<file path="config.mk">
export PLATFORM = sky130hd
export DESIGN_NAME = flex_fuel_sensor_decoder
export DESIGN_NICKNAME = d
export VERILOG_FILES = /design/src/design/ffsd_pkg.sv /design/src/design/flex_fuel_sensor_decoder.sv /design/src/design/ffsd_div.sv
export SDC_FILE = /design/constraint.sdc
export NUM_CORES = 2
export LEC_CHECK = 0
export ABC_AREA = 1
export BUFFER_PORTS_ARGS = -buffer_cell sky130_fd_sc_hd__buf_2
export CORE_MARGIN = 3
export CORE_UTILIZATION = 30
export CTS_CLUSTER_DIAMETER = 40
export DETAILED_ROUTE_END_ITERATION = 12
export HOLD_SLACK_MARGIN = 0.02
export PLACE_DENSITY = 0.43
export SYNTH_ARGS = -nofsm -noshare
export SYNTH_HDL_FRONTEND = slang
export SYNTH_SLANG_ARGS = --single-unit
</file>
<file path="constraint.sdc">
create_clock -name i_clk -period 9.9 [get_ports i_clk]
set_input_delay 1.98 -clock i_clk [delete_from_list [all_inputs] [get_ports i_clk]]
set_output_delay 1.98 -clock i_clk [all_outputs]
set_load 0.05 [all_outputs]
</file>
<file path="src/design/ffsd_pkg.sv">
// Shared types, constants and state codes for the flex-fuel sensor decoder.
`timescale 1ns / 1ps
package ffsd_pkg;

    // Numerator 2*T + p stays below 2^33 for every tick rate in range (2*T < 2^28).
    localparam int DIV_W  = 33;
    localparam int DIV_CW = $clog2(DIV_W);

    localparam int TICKS_PER_SECOND_DEF = 1000000;

    // floor(y / 100) == (y * RECIP_M) >> RECIP_SH for every y below 2^20
    localparam int          RECIP_SH  = 27;
    localparam logic [20:0] RECIP_M   = 21'd1342178;
    localparam logic [20:0] ROUND_ADD = 21'd50;

    localparam logic [19:0] TEMP_BIAS = 20'd8125;
    localparam logic [14:0] DAC_MAX   = 15'd4095;

    localparam int CFG_IDX_W = 4;
    localparam int CFG_W     = 12;
    localparam logic [CFG_IDX_W-1:0] CFG_FREQ_OFFSET   = 4'd0;
    localparam logic [CFG_IDX_W-1:0] CFG_CONTENT_LIMIT = 4'd1;
    localparam logic [CFG_IDX_W-1:0] CFG_DAC_OFFSET    = 4'd2;
    localparam logic [CFG_IDX_W-1:0] CFG_DAC_SPAN      = 4'd3;

    localparam logic [7:0]  FREQ_OFFSET_RST   = 8'd50;
    localparam logic [7:0]  CONTENT_LIMIT_RST = 8'd150;
    localparam logic [11:0] DAC_OFFSET_RST    = 12'd410;
    localparam logic [11:0] DAC_SPAN_RST      = 12'd3275;

    typedef struct packed {
        logic        rise_edge;
        logic        fall_edge;
        logic [31:0] timestamp_us;
    } t_in;

    typedef struct packed {
        logic [7:0]         ethanol_percent;
        logic signed [19:0] temperature_centi;
        logic [31:0]        period_ticks;
        logic [11:0]        dac_code;
        logic [7:0]         dac_byte_one;
        logic [7:0]         dac_byte_two;
    } t_out;

    typedef enum logic [2:0] {
        ST_IDLE,
        ST_DIV,
        ST_CONT,
        ST_MUL_CS,
        ST_MUL_RC,
        ST_FIN
    } t_state;

endpackage

</file>
<file path="src/design/flex_fuel_sensor_decoder.sv">
// Top level of the flex-fuel sensor decoder: edge bookkeeping, sequencer, DAC scaling.
//
// Input beats carry rise_edge, fall_edge and a wrapping microsecond timestamp.
// A rise updates the rise-to-rise period and the rise time; a fall updates the
// fuel temperature from the high time (rise handled first when both are set).
// Every input beat yields exactly one output beat: ethanol percent, stored
// temperature and period, clamped DAC code and its two I2C data bytes.
// The period goes through a 33-step restoring divider, then one shared
// multiplier runs twice (content * span, then the reciprocal of 100).
// The block takes no new item until the result of the last one is loaded.
// o_stall is high from acceptance until the result is loaded into the output
// register. If the receiver holds i_stall while an older result still waits,
// the new result is held in the last step until the output register frees.
// Configuration writes land at once and must only be made while idle.
// Synchronous reset returns the configuration registers to their defaults and clears the stored
// rise time, period and temperature.
`timescale 1ns / 1ps
module flex_fuel_sensor_decoder #(
    parameter int TICKS_PER_SECOND = ffsd_pkg::TICKS_PER_SECOND_DEF
) (
    input  logic                            i_clk,
    input  logic                            i_rst_n,
    input  logic                            i_valid,
    output logic                            o_stall,
    input  ffsd_pkg::t_in                   i_in,
    output logic                            o_valid,
    input  logic                            i_stall,
    output ffsd_pkg::t_out                  o_out,
    input  logic                            i_cfg_we,
    input  logic [ffsd_pkg::CFG_IDX_W-1:0]  i_cfg_index,
    input  logic [ffsd_pkg::CFG_W-1:0]      i_cfg_data
);

    localparam logic [ffsd_pkg::DIV_W-1:0] NUM_BIAS = ffsd_pkg::DIV_W'(2 * TICKS_PER_SECOND);

    ffsd_pkg::t_state r_state, n_state;

    logic [7:0]         r_freq_offset;
    logic [7:0]         r_content_limit;
    logic [11:0]        r_dac_offset;
    logic [11:0]        r_dac_span;

    logic [31:0]        r_last_rise, n_last_rise;
    logic [31:0]        r_period, n_period;
    logic [19:0]        r_temp, n_temp;
    logic [7:0]         r_content;
    logic [41:0]        r_prod;

    logic               r_out_valid;
    ffsd_pkg::t_out     r_out;

    logic               w_in_accept;
    logic               w_out_load;
    logic [31:0]        w_base;
    logic [31:0]        w_high;
    logic [15:0]        w_hsat;
    logic [21:0]        w_t33;

    logic [ffsd_pkg::DIV_W-1:0] w_div_num;
    logic [ffsd_pkg::DIV_W-1:0] w_quot;
    logic               w_div_done;
    logic [ffsd_pkg::DIV_W-1:0] w_off33;
    logic [ffsd_pkg::DIV_W-1:0] w_qdiff;
    logic               w_cont_ok;

    logic [20:0]        w_mul_a;
    logic [20:0]        w_mul_b;

    logic [14:0]        w_code;
    logic [14:0]        w_top;
    logic [14:0]        w_clamp;
    logic [11:0]        w_dac;

    assign w_in_accept = i_valid && (r_state == ffsd_pkg::ST_IDLE);
    assign o_stall     = (r_state != ffsd_pkg::ST_IDLE);
    assign o_valid     = r_out_valid;
    assign o_out       = r_out;

    // Edge bookkeeping
    assign w_base = i_in.rise_edge ? i_in.timestamp_us : r_last_rise;
    assign w_high = i_in.timestamp_us - w_base;
    assign w_hsat = (|w_high[31:16]) ? 16'hFFFF : w_high[15:0];
    assign w_t33  = {1'b0, w_hsat, 5'b0} + {6'b0, w_hsat};

    always_comb begin
        n_last_rise = r_last_rise;
        n_period    = r_period;
        n_temp      = r_temp;
        if (w_in_accept) begin
            if (i_in.rise_edge) begin
                n_period    = i_in.timestamp_us - r_last_rise;
                n_last_rise = i_in.timestamp_us;
            end
            if (i_in.fall_edge) begin
                n_temp = {1'b0, w_t33[21:3]} - ffsd_pkg::TEMP_BIAS;
            end
        end
    end

    // Rounded frequency: (2T + p) / (2p)
    assign w_div_num = NUM_BIAS + ffsd_pkg::DIV_W'(n_period);

    ffsd_div u_div (
        .i_clk   (i_clk),
        .i_rst_n (i_rst_n),
        .i_start (w_in_accept),
        .i_num   (w_div_num),
        .i_den   ({r_period, 1'b0}),
        .o_done  (w_div_done),
        .o_quot  (w_quot)
    );

    assign w_off33   = ffsd_pkg::DIV_W'(r_freq_offset);
    assign w_qdiff   = w_quot - w_off33;
    assign w_cont_ok = (r_period != '0) && (w_quot >= w_off33)
                       && (w_qdiff <= ffsd_pkg::DIV_W'(r_content_limit));

    // Shared multiplier: content * span, then (product + 50) * reciprocal of 100
    assign w_mul_a = (r_state == ffsd_pkg::ST_MUL_RC) ? (r_prod[20:0] + ffsd_pkg::ROUND_ADD)
                                                      : {13'b0, r_content};
    assign w_mul_b = (r_state == ffsd_pkg::ST_MUL_RC) ? ffsd_pkg::RECIP_M
                                                      : {9'b0, r_dac_span};

    assign w_code  = r_prod[ffsd_pkg::RECIP_SH +: 15] + 15'(r_dac_offset);
    assign w_top   = 15'(r_dac_offset) + 15'(r_dac_span);
    assign w_clamp = (w_code > w_top) ? w_top : w_code;
    assign w_dac   = (w_clamp > ffsd_pkg::DAC_MAX) ? 12'hFFF : w_clamp[11:0];

    assign w_out_load = (r_state == ffsd_pkg::ST_FIN) && (!r_out_valid || !i_stall);

    always_comb begin
        n_state = r_state;
        unique case (r_state)
            ffsd_pkg::ST_IDLE: begin
                if (w_in_accept) begin
                    n_state = ffsd_pkg::ST_DIV;
                end
            end
            ffsd_pkg::ST_DIV: begin
                if (w_div_done) begin
                    n_state = ffsd_pkg::ST_CONT;
                end
            end
            ffsd_pkg::ST_CONT:   n_state = ffsd_pkg::ST_MUL_CS;
            ffsd_pkg::ST_MUL_CS: n_state = ffsd_pkg::ST_MUL_RC;
            ffsd_pkg::ST_MUL_RC: n_state = ffsd_pkg::ST_FIN;
            ffsd_pkg::ST_FIN: begin
                if (w_out_load) begin
                    n_state = ffsd_pkg::ST_IDLE;
                end
            end
            default: n_state = ffsd_pkg::ST_IDLE;
        endcase
    end

    always_ff @(posedge i_clk) begin
        if (!i_rst_n) begin
            r_state <= ffsd_pkg::ST_IDLE;
        end else begin
            r_state <= n_state;
        end
    end

    always_ff @(posedge i_clk) begin
        if (!i_rst_n) begin
            r_freq_offset   <= ffsd_pkg::FREQ_OFFSET_RST;
            r_content_limit <= ffsd_pkg::CONTENT_LIMIT_RST;
            r_dac_offset    <= ffsd_pkg::DAC_OFFSET_RST;
            r_dac_span      <= ffsd_pkg::DAC_SPAN_RST;
        end else if (i_cfg_we) begin
            unique case (i_cfg_index)
                ffsd_pkg::CFG_FREQ_OFFSET:   r_freq_offset   <= i_cfg_data[7:0];
                ffsd_pkg::CFG_CONTENT_LIMIT: r_content_limit <= i_cfg_data[7:0];
                ffsd_pkg::CFG_DAC_OFFSET:    r_dac_offset    <= i_cfg_data;
                ffsd_pkg::CFG_DAC_SPAN:      r_dac_span      <= i_cfg_data;
                default: ;
            endcase
        end
    end

    always_ff @(posedge i_clk) begin
        if (!i_rst_n) begin
            r_last_rise <= '0;
            r_period    <= '0;
            r_temp      <= '0;
        end else begin
            r_last_rise <= n_last_rise;
            r_period    <= n_period;
            r_temp      <= n_temp;
        end
    end

    always_ff @(posedge i_clk) begin
        if (r_state == ffsd_pkg::ST_CONT) begin
            r_content <= w_cont_ok ? w_qdiff[7:0] : 8'd0;
        end
        if (r_state == ffsd_pkg::ST_MUL_CS || r_state == ffsd_pkg::ST_MUL_RC) begin
            r_prod <= w_mul_a * w_mul_b;
        end
    end

    // Hold the result until the beat is taken
    always_ff @(posedge i_clk) begin
        if (!i_rst_n) begin
            r_out_valid <= 1'b0;
        end else if (w_out_load) begin
            r_out_valid <= 1'b1;
        end else if (!i_stall) begin
            r_out_valid <= 1'b0;
        end
    end

    always_ff @(posedge i_clk) begin
        if (w_out_load) begin
            r_out.ethanol_percent   <= r_content;
            r_out.temperature_centi <= r_temp;
            r_out.period_ticks      <= r_period;
            r_out.dac_code          <= w_dac;
            r_out.dac_byte_one      <= {w_dac[3:0], 4'b0};
            r_out.dac_byte_two      <= w_dac[11:4];
        end
    end

    a_busy_after_accept: assert property (@(posedge i_clk) disable iff (!i_rst_n)
        w_in_accept |=> (r_state == ffsd_pkg::ST_DIV))
        else $error("sequencer did not start the divide after an accepted beat");

    a_div_done_in_div: assert property (@(posedge i_clk) disable iff (!i_rst_n)
        w_div_done |-> (r_state == ffsd_pkg::ST_DIV))
        else $error("divider finished outside the divide step");

    a_out_from_fin: assert property (@(posedge i_clk) disable iff (!i_rst_n)
        $rose(r_out_valid) |-> ($past(r_state) == ffsd_pkg::ST_FIN))
        else $error("result loaded outside the final step");

    a_state_stable_while_busy: assert property (@(posedge i_clk) disable iff (!i_rst_n)
        (r_state != ffsd_pkg::ST_IDLE) |=> $stable(r_period) && $stable(r_last_rise))
        else $error("edge state changed while an item was in flight");

endmodule

</file>
<file path="src/design/ffsd_div.sv">
// Restoring radix-2 divider, one quotient bit per cycle.
`timescale 1ns / 1ps
module ffsd_div (
    input  logic                    i_clk,
    input  logic                    i_rst_n,
    input  logic                    i_start,
    input  logic [ffsd_pkg::DIV_W-1:0] i_num,
    input  logic [ffsd_pkg::DIV_W-1:0] i_den,
    output logic                    o_done,
    output logic [ffsd_pkg::DIV_W-1:0] o_quot
);

    logic                        r_busy;
    logic [ffsd_pkg::DIV_CW-1:0] r_cnt;
    logic [ffsd_pkg::DIV_W-1:0]  r_rem;
    logic [ffsd_pkg::DIV_W-1:0]  r_num;

    logic [ffsd_pkg::DIV_W:0]    w_rem_sh;
    logic [ffsd_pkg::DIV_W:0]    w_diff;
    logic                        w_qbit;

    assign w_rem_sh = {r_rem, r_num[ffsd_pkg::DIV_W-1]};
    assign w_diff   = w_rem_sh - {1'b0, i_den};
    assign w_qbit   = (w_rem_sh >= {1'b0, i_den});

    assign o_done = r_busy && (r_cnt == '0);
    assign o_quot = r_num;

    always_ff @(posedge i_clk) begin
        if (!i_rst_n) begin
            r_busy <= 1'b0;
            r_cnt  <= '0;
        end else if (i_start) begin
            r_busy <= 1'b1;
            r_cnt  <= ffsd_pkg::DIV_CW'(ffsd_pkg::DIV_W - 1);
        end else if (r_busy) begin
            r_cnt  <= r_cnt - 1'b1;
            if (r_cnt == '0) begin
                r_busy <= 1'b0;
            end
        end
    end

    // Quotient bits shift in behind the numerator bits as they leave
    always_ff @(posedge i_clk) begin
        if (i_start) begin
            r_rem <= '0;
            r_num <= i_num;
        end else if (r_busy) begin
            r_rem <= w_qbit ? w_diff[ffsd_pkg::DIV_W-1:0] : w_rem_sh[ffsd_pkg::DIV_W-1:0];
            r_num <= {r_num[ffsd_pkg::DIV_W-2:0], w_qbit};
        end
    end

endmodule

</file>
==> flow_metrics.py <==
metrics = {
    "timing": {
        "layout_min_cycle_time_ns": 9.03,
        "fin_skew_ns": 0.0352,
        "rsz0062_at_grt": "no",
        "hold_viol_final": 0,
        "slew_headroom": 0.177,
        "slew_viol_final": 0,
        "tns_ns": 0,
        "tightestPinTransition_ns": 1.23,
        "layout_worst_path_cycle_share": 0.912,
        "fmax_mhz": 111,
        "setup_viol": 0,
        "hold_ws_ns": 0.419,
    },
    "placement": {
        "postPlaceCellArea_sq_mm": 0.0368,
        "dpl.hpwl_um": 88300,
        "port_buffers": 140,
        "place_inst": 6148,
        "place.gp.congestion": 0.877,
    },
    "route": {
        "detail_route.wl_per_cell_um": 16.9,
        "drcViolationCount": 0,
        "drt_wl_total_um": 106000,
        "ant_nets": 0,
        "drtPass1Iterations": 5,
        "drtIter0Drc": 1719,
        "vias": 28900,
        "routed_via_density": 4.59,
    },
    "synthesis": {
        "synth_edf_count": 149,
        "yosys.area.top_type": "fa_1",
        "synth_ff_type": "dfxtp_1",
        "syn_inst": 4483,
        "synth-async-reset-ratio": 0,
        "syn_area_per_cell_sq_um": 7.61,
        "syn_area_sq_mm": 0.0341,
        "yosysMostFrequentCell": "nand2_1",
        "synth.distinct_cells": 70,
        "ys_warn_count": 0,
        "synth_common_cells": "nand2_1, inv_1, ha_1, nor2_1, fa_1",
        "ys_seq_elements": 317,
        "yosysSeqAreaShare": 0.230,
        "ys_top_cells_by_area": "fa_1, ha_1, edfxtp_1",
        "synth_top_area_share": 0.166,
    },
    "worst_setup_path": {
        "crit_type": "reg2reg",
        "timing.rr.end": "r_prod[41]",
        "cp_common_cell": "inv_1",
        "cp-end-kind": "flip-flop",
        "r2r-start": "r_prod[1]",
        "critical_path_arrival_ns": 9.40,
        "rr_worst_depth": 41,
        "rrSetupSlack_ns": 0.87,
        "critPathMaxFanout": 10,
        "cp.required_ns": 10.27,
        "cp_slowest_stage_delay_ns": 0.67,
        "slowest_stage": "a211oi_1",
        "worstSetupStartpointType": "flip-flop",
    },
    "clock_network": {
        "holdBufCountCts": 0,
        "clk_latency_ns": 0.64,
        "cts.sinks": 317,
        "clock_path_buffers": 3,
        "cts_setup_buffers": 0,
        "cts_max_level": 3,
        "cts_buffers": 77,
        "cts_tree": "done",
        "clockRootBuffer": "clkbuf_16",
        "clkTransAtPathRegs_ns": 0.05,
        "cts_resized": 0,
    },
    "pwr": {
        "p_per_area_mw_per_mm2": 214,
        "peakVddDrop_mv": 0.179,
        "p_leak_nw": 20.2,
    },
    "global_routing": {
        "grt_pass1_wl_um": 166000,
        "grt_usage": 0.182,
        "grt_max_degree": 70,
        "antenna_found_initial": 10,
        "first_global_vias": 28600,
        "grt-ovfl-total": 0,
    },
    "final_layout": {
        "syn2layout_area_growth_pct": 15.8,
        "utilization": 0.351,
        "multi_input_area_sq_mm": 0.0227,
        "final_cells": 6298,
        "fill_cells": 12200,
        "ff_latch_area_sq_mm": 0.00784,
        "fin_area_sq_mm": 0.0395,
        "final_layout_size_suffix_gt1_frac": 0.0824,
        "nNetsFinal": 5433,
    },
    "floorplan": {
        "num_io_pins": 145,
        "die-height_um": 343,
        "initial_core_util": 0.303,
        "dieArea_sq_mm": 0.118,
        "fp.coreArea_sq_mm": 0.113,
        "num_rows": 123,
        "dieWidth_um": 343,
    },
    "run": {
        "cap_violations": 0,
    },
    "hold_path": {
        "hold_end": "o_out[62]",
        "hold_depth": 0,
        "holdCritStartpoint": "r_temp[2]",
        "hp-class": "reg2reg",
    },
    "status": {
        "outcome": "complete, no violations",
    },
}
-- cells by family (layout without fill, tap and decap cells) --
group | count (synthesis) | count (layout) | share of synthesized area
compound gates | 624 | 624 | 0.105
xor+xnor | 137 | 137 | 0.0352
fa+ha+maj | 651 | 651 | 0.301
buf+inv | 1020 | 1249 | 0.115
flops | 317 | 317 | 0.230
other cells | 2 | 88 | 0.000220
simple gates | 1732 | 1732 | 0.214
-- placed cells by master, fill, tap and decap left out, drive strengths merged, types with 13 or more instances in the layout --
cell and n:
a211oi 15, nand3 189, o21bai 18, edfxtp 149, fa 283, xor2 84
dfxtp 168, or2 13, o211ai 32, buf 171, clkinv 24, nand4 37
o21ai 225, xnor2 53, nand2 1009, nor2 386, nor3 48, ha 368
nor4 23, a21oi 252, clkbuf 102, a31oi 16, conb 82, o21a 16
inv 945
-- metal layers --
layer,track usage,share of wire
met5,0,0.00035
met3,0.0319,0.053
met2,0.291,0.45
met4,0.0444,0.021
met1,0.254,0.48
-- cell type report --
cell class                 instances  area share
tap                             1500      0.0475
multi-input combinational       3226       0.574
clock inverter                    42      0.0123
inverter                         934      0.0887
clock buffer                     102      0.0549
timing repair buffer             171      0.0237
sequential                       317       0.198
antenna                            6    0.000380
-- critical path, delay by kind of cell, from the launching register on --
| kind | cells | cell delay (ns) |
|---|---|---|
| adders and majority gates | 9 | 3.87 |
| AOI/OAI and AO/OA | 7 | 2.00 |
| and+or+nand+nor | 13 | 1.57 |
| buffers and inverters | 11 | 0.78 |
| DFF | 1 | 0.39 |
| xor gates and xnor gates | 1 | 0.16 |
-- power by group --
part / internal (mW) / total [mW] / switching, mW
combinational: 1.48 / 4.12 / 2.65
sequential: 1.61 / 1.75 / 0.136
clock: 1.65 / 2.57 / 0.920
total: 4.74 / 8.44 / 3.70
-- state kept, by name, indices dropped and copies added, names as in the netlist --
| signal | cells |
|---|---|
| r_period | 32 |
| r_content_limit | 8 |
| u_div.o_quot | 33 |
| r_temp | 20 |
| u_div.r_cnt | 6 |
| u_div.r_busy | 1 |
| u_div.r_rem | 33 |
| r_dac_offset | 12 |
| o_out | 72 |
| r_content | 8 |
| r_last_rise | 32 |
| r_prod | 36 |
| o_valid | 1 |
| r_state | 3 |
| r_dac_span | 12 |
| r_freq_offset | 8 |
-- worst max-delay path by stage --
stage	from	to	cells past startpoint
floorplan	r_prod[1]	r_prod[41]	41
global placement	r_prod[1]	r_prod[41]	41
detailed placement	r_prod[1]	r_prod[41]	41
CTS	r_prod[1]	r_prod[41]	41
global route	r_prod[1]	r_prod[41]	41
finish	r_prod[1]	r_prod[41]	41
-- metrics by stage --
step / setup slack (ns) / total power [mW]
floorplan: 2.00 / 4.80
global placement: 0.986 / 5.91
detailed placement: 0.863 / 5.87
CTS: 0.831 / 8.55
global route: 0.0894 / 9.22
finish: 0.872 / 8.44
(Power assumes the default switching activity.)
